`config.mk`:
```
export PLATFORM = sky130hd
export DESIGN_NAME = int8_parity_bit_embedder_unit_flat
export DESIGN_NICKNAME = d
export VERILOG_FILES = /design/src/design/ipbe_pkg.sv /design/src/design/ipbe_in_if.sv /design/src/design/ipbe_out_if.sv /design/src/design/ipbe_cand_eval.sv /design/src/design/int8_parity_bit_embedder_unit.sv /design/src/flat_wrapper.sv
export SDC_FILE = /design/constraint.sdc
export NUM_CORES = 2
export LEC_CHECK = 0
export BUFFER_PORTS_ARGS = -buffer_cell sky130_fd_sc_hd__buf_4
export CAP_MARGIN = 20
export CORE_MARGIN = 4
export CORE_UTILIZATION = 42
export DETAILED_ROUTE_END_ITERATION = 16
export GPL_ROUTABILITY_DRIVEN = 0
export GPL_TIMING_DRIVEN = 0
export PLACE_DENSITY = 0.64
export SKIP_CTS_REPAIR_TIMING = 1
export SYNTH_ARGS = -nofsm -noshare
export SYNTH_HDL_FRONTEND = slang
export SYNTH_SLANG_ARGS = --single-unit
```
`constraint.sdc`:
```
create_clock -name clk_i -period 11.1 [get_ports clk_i]
set_clock_uncertainty 0.1 [all_clocks]
set_input_delay 2.22 -clock clk_i [delete_from_list [all_inputs] [get_ports clk_i]]
set_output_delay 2.22 -clock clk_i [all_outputs]
set_load 0.01 [all_outputs]
```
`src/design/ipbe_pkg.sv`:
```
// ---------------------------------------------------------------------------
// Int8 parity bit embedder package
// Sizes, constants and shared types of the embedder.
// ---------------------------------------------------------------------------
`timescale 1ns / 1ps

package ipbe_pkg;

  localparam int NUM_BITS     = 8;
  localparam int MAX_ELEMENTS = 1024;

  localparam int CNT_W  = $clog2(MAX_ELEMENTS + 1);
  localparam int CLS_W  = (NUM_BITS > 1) ? $clog2(NUM_BITS) : 1;
  localparam int IDX_W  = 10;
  localparam int BCLS_W = 5;
  localparam int ERR_W  = 41;
  localparam int INC_W  = 42;

  localparam logic signed [7:0]       CODE_MAX  = 8'sd127;
  localparam logic signed [7:0]       CODE_MIN  = -8'sd128;
  localparam logic signed [INC_W-1:0] INC_RESET = {1'b0, {(INC_W-1){1'b1}}};

  // Absolute errors of the current code and of its two neighbors.
  typedef struct packed {
    logic [ERR_W-1:0] cur_err;
    logic [ERR_W-1:0] up_err;
    logic [ERR_W-1:0] dn_err;
    logic [7:0]       code;
  } cand_t;

  // One class entry of the state memory.
  typedef struct packed {
    logic             par;
    logic [INC_W-1:0] inc;
    logic [IDX_W-1:0] elem;
    logic [7:0]       code;
  } ent_t;

  // One result word.
  typedef struct packed {
    logic [BCLS_W-1:0] bit_class;
    logic              apply_change;
    logic [IDX_W-1:0]  element_index;
    logic [7:0]        replacement_code;
    logic              too_short;
    logic              last_result;
  } res_t;

endpackage

```
`src/design/ipbe_in_if.sv`:
```
// ---------------------------------------------------------------------------
// Embedder input channel
// Valid/ready channel that carries one vector element per word.
// ---------------------------------------------------------------------------
`timescale 1ns / 1ps

interface ipbe_in_if;
  logic               valid;
  logic               ready;
  logic signed [31:0] original_value;
  logic signed [7:0]  quantized_value;
  logic [31:0]        step_size;
  logic [31:0]        hidden_bits;
  logic               is_last;

  modport source (
    output valid, original_value, quantized_value, step_size, hidden_bits, is_last,
    input  ready
  );
  modport sink (
    input  valid, original_value, quantized_value, step_size, hidden_bits, is_last,
    output ready
  );
endinterface

```
`src/design/ipbe_out_if.sv`:
```
// ---------------------------------------------------------------------------
// Embedder output channel
// Valid/ready channel that carries one per-class result per word.
// ---------------------------------------------------------------------------
`timescale 1ns / 1ps

interface ipbe_out_if;
  logic              valid;
  logic              ready;
  logic [4:0]        bit_class;
  logic              apply_change;
  logic [9:0]        element_index;
  logic signed [7:0] replacement_code;
  logic              too_short;
  logic              last_result;

  modport source (
    output valid, bit_class, apply_change, element_index, replacement_code,
           too_short, last_result,
    input  ready
  );
  modport sink (
    input  valid, bit_class, apply_change, element_index, replacement_code,
           too_short, last_result,
    output ready
  );
endinterface

```
`src/design/ipbe_cand_eval.sv`:
```
// ---------------------------------------------------------------------------
// Embedder candidate evaluator
// Two-stage datapath giving the reconstruction errors of a code and of
// its +1 and -1 neighbors.
// ---------------------------------------------------------------------------
`timescale 1ns / 1ps

module ipbe_cand_eval (
  input  logic               clk_i,
  input  logic               ld_i,
  input  logic signed [31:0] orig_i,
  input  logic signed [7:0]  code_i,
  input  logic [31:0]        step_i,
  output ipbe_pkg::cand_t    cand_o
);
  import ipbe_pkg::*;

  logic signed [40:0] prod_q;
  logic signed [39:0] tgt_q;
  logic [31:0]        step_q;
  logic [7:0]         code_q;

  logic signed [41:0] d0, dp, dm;
  cand_t              cand_q;

  // Stage one: the reconstruction of the current code and the Q.24 target.
  always_ff @(posedge clk_i) begin
    if (ld_i) begin
      prod_q <= code_i * $signed({1'b0, step_i});
      tgt_q  <= {orig_i, 8'b0};
      step_q <= step_i;
      code_q <= code_i;
    end
  end

  // Neighbor reconstructions differ from the current one by one step.
  assign d0 = {prod_q[40], prod_q} - {{2{tgt_q[39]}}, tgt_q};
  assign dp = d0 + $signed({10'b0, step_q});
  assign dm = d0 - $signed({10'b0, step_q});

  // Stage two: magnitudes, which always fit in ERR_W bits.
  always_ff @(posedge clk_i) begin
    cand_q.cur_err <= d0[41] ? ERR_W'(-d0) : ERR_W'(d0);
    cand_q.up_err  <= dp[41] ? ERR_W'(-dp) : ERR_W'(dp);
    cand_q.dn_err  <= dm[41] ? ERR_W'(-dm) : ERR_W'(dm);
    cand_q.code    <= code_q;
  end

  assign cand_o = cand_q;
endmodule

```
`src/design/int8_parity_bit_embedder_unit.sv`:
```
// An accepted element passes through S_ERR, which reads its class entry, and S_UPD, which
// writes the entry back; no new element is taken until this read-modify-write is done.
// After the last element the sequencer runs S_ERR and S_UPD (not past the capacity), S_RD
// (not for a short vector) and S_OUT, which registers a result once the output register is
// free; each further class is read in S_RD in turn. A short vector gives one result.
// Reset (asynchronous, active low) clears the control state and the per-class valid bits.
// ---------------------------------------------------------------------------
// Int8 parity bit embedder
// Accumulates per-class code parity and the cheapest single-step code change
// over one quantized vector, then reports per class whether a change is due.
// ---------------------------------------------------------------------------
`timescale 1ns / 1ps

module int8_parity_bit_embedder_unit (
  input  logic      clk_i,
  input  logic      rst_ni,
  ipbe_in_if.sink   in_i,
  ipbe_out_if.source out_o
);
  import ipbe_pkg::*;

  // One-hot sequencer states.
  typedef enum logic [4:0] {
    S_IDLE = 5'b00001,  // waiting for an element word
    S_ERR  = 5'b00010,  // errors in flight, class entry being read
    S_UPD  = 5'b00100,  // compare candidates and write the entry back
    S_RD   = 5'b01000,  // read the entry of the class being reported
    S_OUT  = 5'b10000   // load one result into the output register
  } state_e;

  state_e state_q, state_d;

  // Vector bookkeeping.
  logic [CNT_W-1:0]    count_q;
  logic [CLS_W-1:0]    cls_q;
  logic [CLS_W-1:0]    emit_q;
  logic [NUM_BITS-1:0] vld_q;
  logic                last_q;
  logic                short_q;

  // Per-element payload captured at acceptance.
  logic [CLS_W-1:0] item_cls_q;
  logic [IDX_W-1:0] idx_q;
  logic [31:0]      hidden_q;

  // Class memory, one entry per bit class. The memory itself is never swept;
  // an entry without its valid bit reads as its reset contents.
  ent_t             mem [NUM_BITS];
  ent_t             rd_q;
  logic             rd_vld_q;
  logic             mem_re;
  logic             mem_we;
  logic [CLS_W-1:0] rd_addr;
  ent_t             wr_ent;

  // Output register.
  res_t out_q;
  logic out_vld_q;
  logic out_free;
  res_t res;

  logic             acc;
  logic             proc;
  logic [CNT_W-1:0] cnt_next;
  logic             short_now;
  logic             emit_end;
  logic             done;
  logic [CLS_W-1:0] cls_next;
  cand_t            cand;

  // Candidate selection.
  logic signed [INC_W-1:0] inc_up, inc_dn, best_inc;
  logic [IDX_W-1:0]        best_elem;
  logic [7:0]              best_code;
  logic                    base_par;

  // The block accepts a new element only between vectors' work steps, but it
  // does so even while a result still waits in the output register.
  assign in_i.ready = (state_q == S_IDLE);
  assign acc        = in_i.valid && in_i.ready;

  // Elements past the capacity only count toward ending the vector.
  assign proc      = (count_q < CNT_W'(MAX_ELEMENTS));
  assign cnt_next  = count_q + CNT_W'(proc);
  assign short_now = (32'(cnt_next) < 32'(NUM_BITS));
  assign cls_next  = (cls_q == CLS_W'(NUM_BITS - 1)) ? '0 : CLS_W'(cls_q + 1'b1);

  assign out_free = !out_vld_q || out_o.ready;
  assign emit_end = short_q || (emit_q == CLS_W'(NUM_BITS - 1));
  assign done     = (state_q == S_OUT) && out_free && emit_end;

  ipbe_cand_eval u_eval (
    .clk_i  (clk_i),
    .ld_i   (acc),
    .orig_i (in_i.original_value),
    .code_i (in_i.quantized_value),
    .step_i (in_i.step_size),
    .cand_o (cand)
  );

  // Sequencer.
  always_comb begin
    state_d = state_q;
    unique case (state_q)
      S_IDLE: begin
        if (acc) begin
          if (proc) begin
            state_d = S_ERR;
          end else if (in_i.is_last) begin
            state_d = short_now ? S_OUT : S_RD;
          end
        end
      end
      S_ERR: begin
        state_d = S_UPD;
      end
      S_UPD: begin
        if (last_q) begin
          state_d = short_q ? S_OUT : S_RD;
        end else begin
          state_d = S_IDLE;
        end
      end
      S_RD: begin
        state_d = S_OUT;
      end
      S_OUT: begin
        if (out_free) begin
          state_d = emit_end ? S_IDLE : S_RD;
        end
      end
      default: begin
        state_d = S_IDLE;
      end
    endcase
  end

  always_ff @(posedge clk_i or negedge rst_ni) begin
    if (!rst_ni) begin
      state_q <= S_IDLE;
      count_q <= '0;
      cls_q   <= '0;
      emit_q  <= '0;
      vld_q   <= '0;
      last_q  <= 1'b0;
      short_q <= 1'b0;
    end else begin
      state_q <= state_d;
      if (acc) begin
        count_q <= cnt_next;
        last_q  <= in_i.is_last;
        short_q <= short_now;
        if (proc) begin
          cls_q <= cls_next;
        end
      end
      if (mem_we) begin
        vld_q[item_cls_q] <= 1'b1;
      end
      if (done) begin
        // The vector is finished: every class returns to its reset contents.
        count_q <= '0;
        cls_q   <= '0;
        emit_q  <= '0;
        vld_q   <= '0;
      end else if ((state_q == S_OUT) && out_free) begin
        emit_q <= CLS_W'(emit_q + 1'b1);
      end
    end
  end

  always_ff @(posedge clk_i) begin
    if (acc) begin
      item_cls_q <= cls_q;
      idx_q      <= IDX_W'(count_q);
      hidden_q   <= in_i.hidden_bits;
    end
  end

  // The class entry is read while the errors are computed, and written back
  // in the following cycle. Only one element is in flight, so a read never
  // meets a pending write to the same entry.
  assign mem_re  = (state_q == S_ERR) || (state_q == S_RD);
  assign mem_we  = (state_q == S_UPD);
  assign rd_addr = (state_q == S_RD) ? emit_q : item_cls_q;

  always_ff @(posedge clk_i) begin
    if (mem_we) begin
      mem[item_cls_q] <= wr_ent;
    end
    if (mem_re) begin
      rd_q     <= mem[rd_addr];
      rd_vld_q <= vld_q[rd_addr];
    end
  end

  // Error increases are exact; +1 is tried first and a later candidate wins
  // only when strictly cheaper.
  assign inc_up = $signed({1'b0, cand.up_err}) - $signed({1'b0, cand.cur_err});
  assign inc_dn = $signed({1'b0, cand.dn_err}) - $signed({1'b0, cand.cur_err});
  assign base_par = rd_vld_q && rd_q.par;

  always_comb begin
    best_inc  = rd_vld_q ? $signed(rd_q.inc) : INC_RESET;
    best_elem = rd_q.elem;
    best_code = rd_q.code;
    if ((cand.code != CODE_MAX) && (inc_up < best_inc)) begin
      best_inc  = inc_up;
      best_elem = idx_q;
      best_code = cand.code + 8'd1;
    end
    if ((cand.code != CODE_MIN) && (inc_dn < best_inc)) begin
      best_inc  = inc_dn;
      best_elem = idx_q;
      best_code = cand.code - 8'd1;
    end
    wr_ent.par  = base_par ^ cand.code[0];
    wr_ent.inc  = best_inc;
    wr_ent.elem = best_elem;
    wr_ent.code = best_code;
  end

  // Result of the class currently read, or the single short-vector result.
  always_comb begin
    res = '0;
    if (short_q) begin
      res.too_short   = 1'b1;
      res.last_result = 1'b1;
    end else begin
      res.bit_class        = BCLS_W'(emit_q);
      res.apply_change     = base_par != hidden_q[emit_q];
      res.element_index    = rd_q.elem;
      res.replacement_code = rd_q.code;
      res.last_result      = (emit_q == CLS_W'(NUM_BITS - 1));
    end
  end

  always_ff @(posedge clk_i or negedge rst_ni) begin
    if (!rst_ni) begin
      out_vld_q <= 1'b0;
    end else if ((state_q == S_OUT) && out_free) begin
      out_vld_q <= 1'b1;
    end else if (out_o.ready) begin
      out_vld_q <= 1'b0;
    end
  end

  always_ff @(posedge clk_i) begin
    if ((state_q == S_OUT) && out_free) begin
      out_q <= res;
    end
  end

  assign out_o.valid            = out_vld_q;
  assign out_o.bit_class        = out_q.bit_class;
  assign out_o.apply_change     = out_q.apply_change;
  assign out_o.element_index    = out_q.element_index;
  assign out_o.replacement_code = out_q.replacement_code;
  assign out_o.too_short        = out_q.too_short;
  assign out_o.last_result      = out_q.last_result;

endmodule

```
`src/flat_wrapper.sv`:
```
// flat-port wrapper written by rule: the top's interface ports become plain ports
module int8_parity_bit_embedder_unit_flat import ipbe_pkg::*;
  (clk_i, rst_ni, in_i_valid, in_i_original_value, in_i_quantized_value, in_i_step_size, in_i_hidden_bits, in_i_is_last, in_i_ready, out_o_valid, out_o_bit_class, out_o_apply_change, out_o_element_index, out_o_replacement_code, out_o_too_short, out_o_last_result, out_o_ready);
  ipbe_in_if in_i_i ();
  ipbe_out_if out_o_i ();
  input  logic clk_i;
  input  logic rst_ni;
  input wire logic [$bits(in_i_i.valid)-1:0] in_i_valid;
  input wire logic [$bits(in_i_i.original_value)-1:0] in_i_original_value;
  input wire logic [$bits(in_i_i.quantized_value)-1:0] in_i_quantized_value;
  input wire logic [$bits(in_i_i.step_size)-1:0] in_i_step_size;
  input wire logic [$bits(in_i_i.hidden_bits)-1:0] in_i_hidden_bits;
  input wire logic [$bits(in_i_i.is_last)-1:0] in_i_is_last;
  output wire logic [$bits(in_i_i.ready)-1:0] in_i_ready;
  output wire logic [$bits(out_o_i.valid)-1:0] out_o_valid;
  output wire logic [$bits(out_o_i.bit_class)-1:0] out_o_bit_class;
  output wire logic [$bits(out_o_i.apply_change)-1:0] out_o_apply_change;
  output wire logic [$bits(out_o_i.element_index)-1:0] out_o_element_index;
  output wire logic [$bits(out_o_i.replacement_code)-1:0] out_o_replacement_code;
  output wire logic [$bits(out_o_i.too_short)-1:0] out_o_too_short;
  output wire logic [$bits(out_o_i.last_result)-1:0] out_o_last_result;
  input wire logic [$bits(out_o_i.ready)-1:0] out_o_ready;
  assign in_i_i.valid = in_i_valid;
  assign in_i_i.original_value = in_i_original_value;
  assign in_i_i.quantized_value = in_i_quantized_value;
  assign in_i_i.step_size = in_i_step_size;
  assign in_i_i.hidden_bits = in_i_hidden_bits;
  assign in_i_i.is_last = in_i_is_last;
  assign in_i_ready = in_i_i.ready;
  assign out_o_valid = out_o_i.valid;
  assign out_o_bit_class = out_o_i.bit_class;
  assign out_o_apply_change = out_o_i.apply_change;
  assign out_o_element_index = out_o_i.element_index;
  assign out_o_replacement_code = out_o_i.replacement_code;
  assign out_o_too_short = out_o_i.too_short;
  assign out_o_last_result = out_o_i.last_result;
  assign out_o_i.ready = out_o_ready;
  int8_parity_bit_embedder_unit u_core (.clk_i(clk_i), .rst_ni(rst_ni), .in_i(in_i_i), .out_o(out_o_i));
endmodule
```
* Yosys cells after proc, flatten, opt, wreduce, memory -nomap -nowiden *
Memory sizes are Yosys's and may differ from the RTL's. A register that Yosys moved wholly into a read port is not among the register bits.
Cells that the tools add are included.

cells by class
  $add $sub $neg = 13
  multiply operators = 1
  div/mod/pow operators = 0
  magnitude comparators = 8
  equal/unequal tests = 13
  shift-type cells = 0
  mux-type cells = 41
  bitwise operators = 2
  reduce and logical (&&, ||, !) cells = 18

operators with widths
  operator                                                                       number
  42-bit two-way mux                                                             3
  41-bit two-way mux                                                             3
  41-bit negator                                                                 3
  42-bit less-than comparator                                                    2
  41-bit by 41-bit subtractor with 42-bit output                                 2
  42-bit by 33-bit adder with 42-bit output                                      1
  41-bit by 40-bit subtractor with 42-bit output                                 1
  42-bit by 33-bit subtractor with 42-bit output                                 1
  8-bit by 33-bit multiplier with 41-bit output                                  1
  5-bit two-way mux                                                              7
  8-bit two-way mux                                                              4
  5-bit one-hot mux with 5 select lines                                          1
  11-bit two-way mux                                                             2
  3-bit two-way mux                                                              7
  10-bit two-way mux                                                             2
  11-bit by 1-bit adder with 11-bit output                                       1
  11-bit less-than comparator, second input constant                             1
  11-bit by 4-bit less-than comparator with 1-bit output, second input constant  1
  2-bit nonzero test                                                             5
  8-bit by 1-bit adder with 8-bit output, second input constant                  1
  3-bit by 4-bit less-than comparator with 1-bit output, second input constant   2
  1-bit two-way mux                                                              8
  8-bit by 7-bit inequality test with 1-bit output, second input constant        1
  8-bit inequality test, second input constant                                   1
  24 further kinds                                                               35

storage, ports and cells
  register bits = 325
  latch bits = 0
  bits in writable memories = 488
  bits in read-only memories = 0
  input port bits = 109
  output and inout port bits = 28
  logic and storage cells = 124
  memories = 1

memories
  memory      words  bits a word  rd ports  clocked after Yosys merged registers in  wr ports  line                                 RTL
  u_core.mem  8      61           1         1                                        1         int8_parity_bit_embedder_unit.sv:48  ent_t mem [NUM_BITS];

* Depth between registers and ports, before layout *
  word-level depth = 8
  mapped depth = 42
  depth with buffers taken out = 38

* Modules after synthesis *
Synthesis repeated with hierarchy kept, for this count alone.

unflattened totals
  cells, all modules = 4869
  area, all modules = 55200.4 um2

by module, submodules not included
  module                         times used  cells an instance  area each (um2)  seq. area each (um2)
  int8_parity_bit_embedder_unit  1           2160               31033.5          18694.2
  ipbe_cand_eval                 1           2709               24166.9          5995.8

* Worst setup path after synthesis *
OpenSTA, ideal clock, no wires.

  path kind = register to register
  start = reg u_core.u_eval.cand_q (netlist bit u_core.u_eval.cand_o[8])
  end = mem u_core.mem[0][11] (netlist bit), data pin
  setup time = 0.274 ns
  arrival time = 8.125 ns
  required time = 10.726 ns
  slack = 2.601 ns
  cell stages (with the launch flop) = 41
  buffers on the path = 4
  period minus slack after synthesis = 8.499 ns
  path through = dfxtp_1 > inv_1 > ha_1 > inv_1 > fa_1 > a21o_1 > a21oi_1 > o211a_1 > o31ai_1 > a31o_2 > a31oi_1 > nor3_1 > nor3_1 > o31ai_1 > xor2_1 > ha_1 > nand4_1 > nor4_1 > [... 5 more ...] > nand2_1 > clkbuf_1 > buf_1 > nand2_1 > o21ai_0 > ha_1 > a21o_1 > a21o_1 > a21oi_1 > o21a_1 > o21ai_0 > a221o_1 > a211oi_1 > xnor2_1 > and3_1 > a21oi_1 > clkbuf_1 > mux2_2

on the way
  word-level cells in the longest chain between the ends = 4

RTL lines
  item                                            line                                  RTL
  start, declared                                 ipbe_cand_eval.sv:24                  cand_t cand_q;
  41-bit by 41-bit subtractor with 42-bit output  int8_parity_bit_embedder_unit.sv:200  assign inc_dn = $signed({1'b0, cand.dn_err}) - $signed({1'b0, cand.cur_err});
  42-bit less-than comparator                     int8_parity_bit_embedder_unit.sv:212  if ((cand.code != CODE_MIN) && (inc_dn < best_inc)) begin
  1-bit logical AND                               int8_parity_bit_embedder_unit.sv:212
  10-bit two-way mux                              int8_parity_bit_embedder_unit.sv:212
  via u_core.best_elem[3]                         int8_parity_bit_embedder_unit.sv:73   logic [IDX_W-1:0] best_elem;
  end, declared                                   int8_parity_bit_embedder_unit.sv:48

The timed path passes the listed nets, and every way through them passes these cells.

* Worst setup path after layout *
  start = reg u_core.u_eval.cand_q (netlist bit u_core.u_eval.cand_o[8])
  end = mem u_core.mem[7][42] (netlist bit), data pin

on the way
  word-level cells in the longest chain between the ends = 4

RTL lines
  item                                                line                                  RTL
  41-bit by 41-bit subtractor with 42-bit output (*)  int8_parity_bit_embedder_unit.sv:200
  42-bit less-than comparator                         int8_parity_bit_embedder_unit.sv:212
  1-bit logical AND                                   int8_parity_bit_embedder_unit.sv:212
  42-bit two-way mux (*)                              int8_parity_bit_embedder_unit.sv:212
  via u_core.best_inc[24]                             int8_parity_bit_embedder_unit.sv:72   logic signed [INC_W-1:0] inc_up, inc_dn, best_inc;

Mark *: on every way through the listed nets, which the timed path passes. The rest lies on a longest branch.

==> metrics.md <==
| Metric | Value |
|---|---|
| Run status | completed |
| Setup TNS | 0 ps |
| Total grt overflow | 0 |
| Compound-cell area share of the yosys netlist | 0.1182 |
| Hold Crit Class | reg -> reg |
| Final HPWL DP | 110,000 um |
| Relative slew margins | 0.2352 |
| Ys Warns | 0 |
| Clock Latency Late Sink | 720 ps |
| Multi-input logic area | 28,140 um^2 |
| Hold violation count in the final report | 0 |
| Hold path endpoint | u_core.u_eval.cand_o[6] |
| Hold path startpoint | u_core.u_eval.code_q[6] |
| Max-cap violations | 0 |
| Synth-to-layout area growth | 12.94% |
| Setup CP Type | reg -> reg |
| Worst-path maximum fanout | 10 |
| CP delay by family, top | compound AO/OA/AOI/OAI gates |
| Mapped cell area | 54,930 um^2 |
| Avg Inst Size Synth | 11.46 um^2 |
| Routed vias/inst | 5.505 |
| WP data arrival | 10,830 ps |
| Initial Util | 0.4236 |
| CTS Buffer Depth | 3 |
| Die H | 369.6 um |
| Vias post-DR | 37,870 |
| Mux cell area share after synthesis | 0.06939 |
| Asr flop ratio synth | 0.03789 |
| FF+latch area | 24,690 um^2 |
| Delay of the slowest critical-path stage | 510 ps |
| Post-Synthesis Cells | 4,791 |
| Tcrit/Tclk final | 0.9495 |
| Post-synth top flop | edfxtp_1 |
| Port Buffers | 110 |
| CTS tree | yes |
| First-pass GRT wire length | 218,800 um |
| Seq cells post-synth | 871 |
| Initial antenna violation count | 0 |
| # diodes | 0 |
| Core Rows | 132 |
| Reg2reg path depth | 41 |
| Post-Synth Simple-Gate Area | 0.1185 |
| Die area | 136,600 um^2 |
| Layout cells sized above 1 | 0.1308 |
| CP Capture Type | flip-flop |
| DRC Markers | 0 |
| Number of synthesized flops with an enable pin | 708 |
| Final setup viols | 0 |
| H-tree Lvls | 3 |
| Reg2reg start | u_core.u_eval.cand_o[8] |
| Number of CTS-inserted buffers | 93 |
| Final Cell Area | 62,030 um^2 |
| Hold path cells | 0 |
| Combinational family with the most area after synthesis | adder cells |
| Slew Limit Fails | 0 |
| Slowest cell on the critical path | or4_1 |
| CP Launch Type | flip-flop |
| Max Fclk | 0.09488 GHz |
| DR pass1 iterations | 5 |
| Antenna viol nets, final | 0 |
| FILL cells | 11,640 |
| Wire per inst | 20.51 um |
| Distinct cells, synth | 112 |
| Total track usage | 0.2059 |
| Ports | 137 |
| Initial DRC Count | 2,796 |
| Synth Area in Adders | 0.1507 |
| R2r endpoint | u_core.mem[7][42] |
| Min cycle time layout | 10,540 ps |
| Worst Max-Slew Pin Slew | 1139 ps |
| Vias in the first global route | 38,100 |
| Critical path required time | 11,390 ps |
| Pin count of the biggest net entering global routing | 46 |
| Die X | 369.6 um |
| NumNets Final | 5,722 |
| WP buf/inv | 7 |
| WL final | 141,100 um |
| Sink Count | 871 |
| Clock root buffer | clkbuf_16 |
| Clk slew on worst S/H paths | 60 ps |
| Synth Area in XOR/XNOR | 0.05180 |
| FF-to-FF setup slack | 560 ps |
| Placed inst area | 58,740 um^2 |
| Core area | 129,600 um^2 |
| Seq/Total Area, Yosys | 0.4495 |
[cell families after synthesis]
kind of cell | after synthesis
DFF | 871
and+or+nand+nor | 1250
AOI/OAI and AO/OA | 989
muxes | 214
xor gates and xnor gates | 321
other | 1
adders and majority gates | 550
buffers and inverters | 595
[layer usage]
layer  wire length (um)  track usage  vias to the layer above
met5                  0            0                        -
met4               6550      0.08951                        0
met3               7249      0.02512                      293
met2              67500       0.3490                     1122
met1              59790       0.2663                    18630
li1                   -            -                    17820
[worst register-to-register path: cells and delay by family, from the launching register on]
| family | cells | cell delay [ps] |
|---|---|---|
| AO/OA/AOI/OAI | 17 | 4100 |
| XOR/XNOR | 2 | 470 |
| adder cells (fa/ha/maj) | 4 | 1170 |
| buffers and inverters | 7 | 1700 |
| flip-flops | 1 | 300 |
| AND/OR/NAND/NOR | 11 | 2400 |
[state kept, by name (all words and copies together) (netlist names), 11 cells and up]
name                  flops
u_core.u_eval.tgt_q      32
u_core.mem              488
u_core.count_q           11
u_core.rd_q              61
u_core.u_eval.step_q     32
u_core.u_eval.cand_o    130
u_core.u_eval.prod_q     41
[layout make-up]
class                   count  share of cell area
multi-input cells        3326              0.4537
clock inverters            49            0.008411
plain buffers             157             0.01077
well taps                1742             0.03514
inverters                 437             0.02648
flip-flops and latches    871              0.3980
repair buffers            177             0.02707
clock buffers             119             0.04040
[cells in the final DEF, fill, tap and decap left out, drive strengths merged, types with 38 or more instances in the layout]
cell    synthesis  final
edfxtp        708    708
inv           433    438
ha            364    364
nand2         298    298
a21oi         279    279
nor2          250    250
xnor2         236    236
clkbuf        111    234
buf            47    219
o21ai         212    212
fa            186    186
and2          183    183
a21o          158    158
dfxtp         130    130
mux4          126    126
nor2b          94     94
xor2           85     85
nand2b         82     82
nor3           77     77
mux2           74     74
nand3          70     70
nand4          48     48
a31oi          43     43
o31ai          38     38
[worst max path at each step]
stage                             start                 to  slack (ps)  cells past startpoint
2_1_floorplan   u_core.u_eval.cand_o[8]  u_core.mem[0][11]        2600                     40
6_report        u_core.u_eval.cand_o[8]  u_core.mem[7][42]         560                     41
4_1_cts         u_core.u_eval.cand_o[8]  u_core.mem[7][20]        -980                     43
5_1_grt        u_core.u_eval.cand_o[91]  u_core.mem[7][42]         -20                     40
3_3_place_gp          u_core.state_q[4]  u_core.mem[0][34]       -2670                      3
3_5_place_dp   u_core.u_eval.cand_o[90]   u_core.mem[0][0]        -950                     42
[stage by stage]
step / utilization / hold slack, ps / setup WS [ps] / cells
global placement: 0.4469 / 225.5 / -2665 / 6644
global route: 0.4785 / 254.6 / -23.36 / 6878
detailed placement: 0.4531 / 230.2 / -945.4 / 6703
CTS: 0.4764 / 242.5 / -977.8 / 6871
finish: 0.4785 / 240.0 / 560.3 / 6878
floorplan: - / 223.3 / 2601 / 4792
[cells in the mapped netlist, drive strengths merged (32+ instances only)]
library cell | number | area share
edfxtp | 708 | 0.39
inv | 433 | 0.030
ha | 364 | 0.083
nand2 | 298 | 0.020
a21oi | 279 | 0.026
nor2 | 250 | 0.017
xnor2 | 236 | 0.038
o21ai | 212 | 0.019
fa | 186 | 0.068
and2 | 183 | 0.021
a21o | 158 | 0.022
dfxtp | 130 | 0.047
mux4 | 126 | 0.052
clkbuf | 111 | 0.0076
nor2b | 94 | 0.011
xor2 | 85 | 0.014
nand2b | 82 | 0.0093
nor3 | 77 | 0.0073
mux2 | 74 | 0.015
nand3 | 70 | 0.0065
nand4 | 48 | 0.0057
buf | 47 | 0.0043
a31oi | 43 | 0.0049
o31ai | 38 | 0.0054
a211oi | 32 | 0.0047
dfrtp | 32 | 0.015
Power is left out: the tool's default activity adds up to more than one toggle a clock period on the data nets, which glitch-free logic cannot reach.
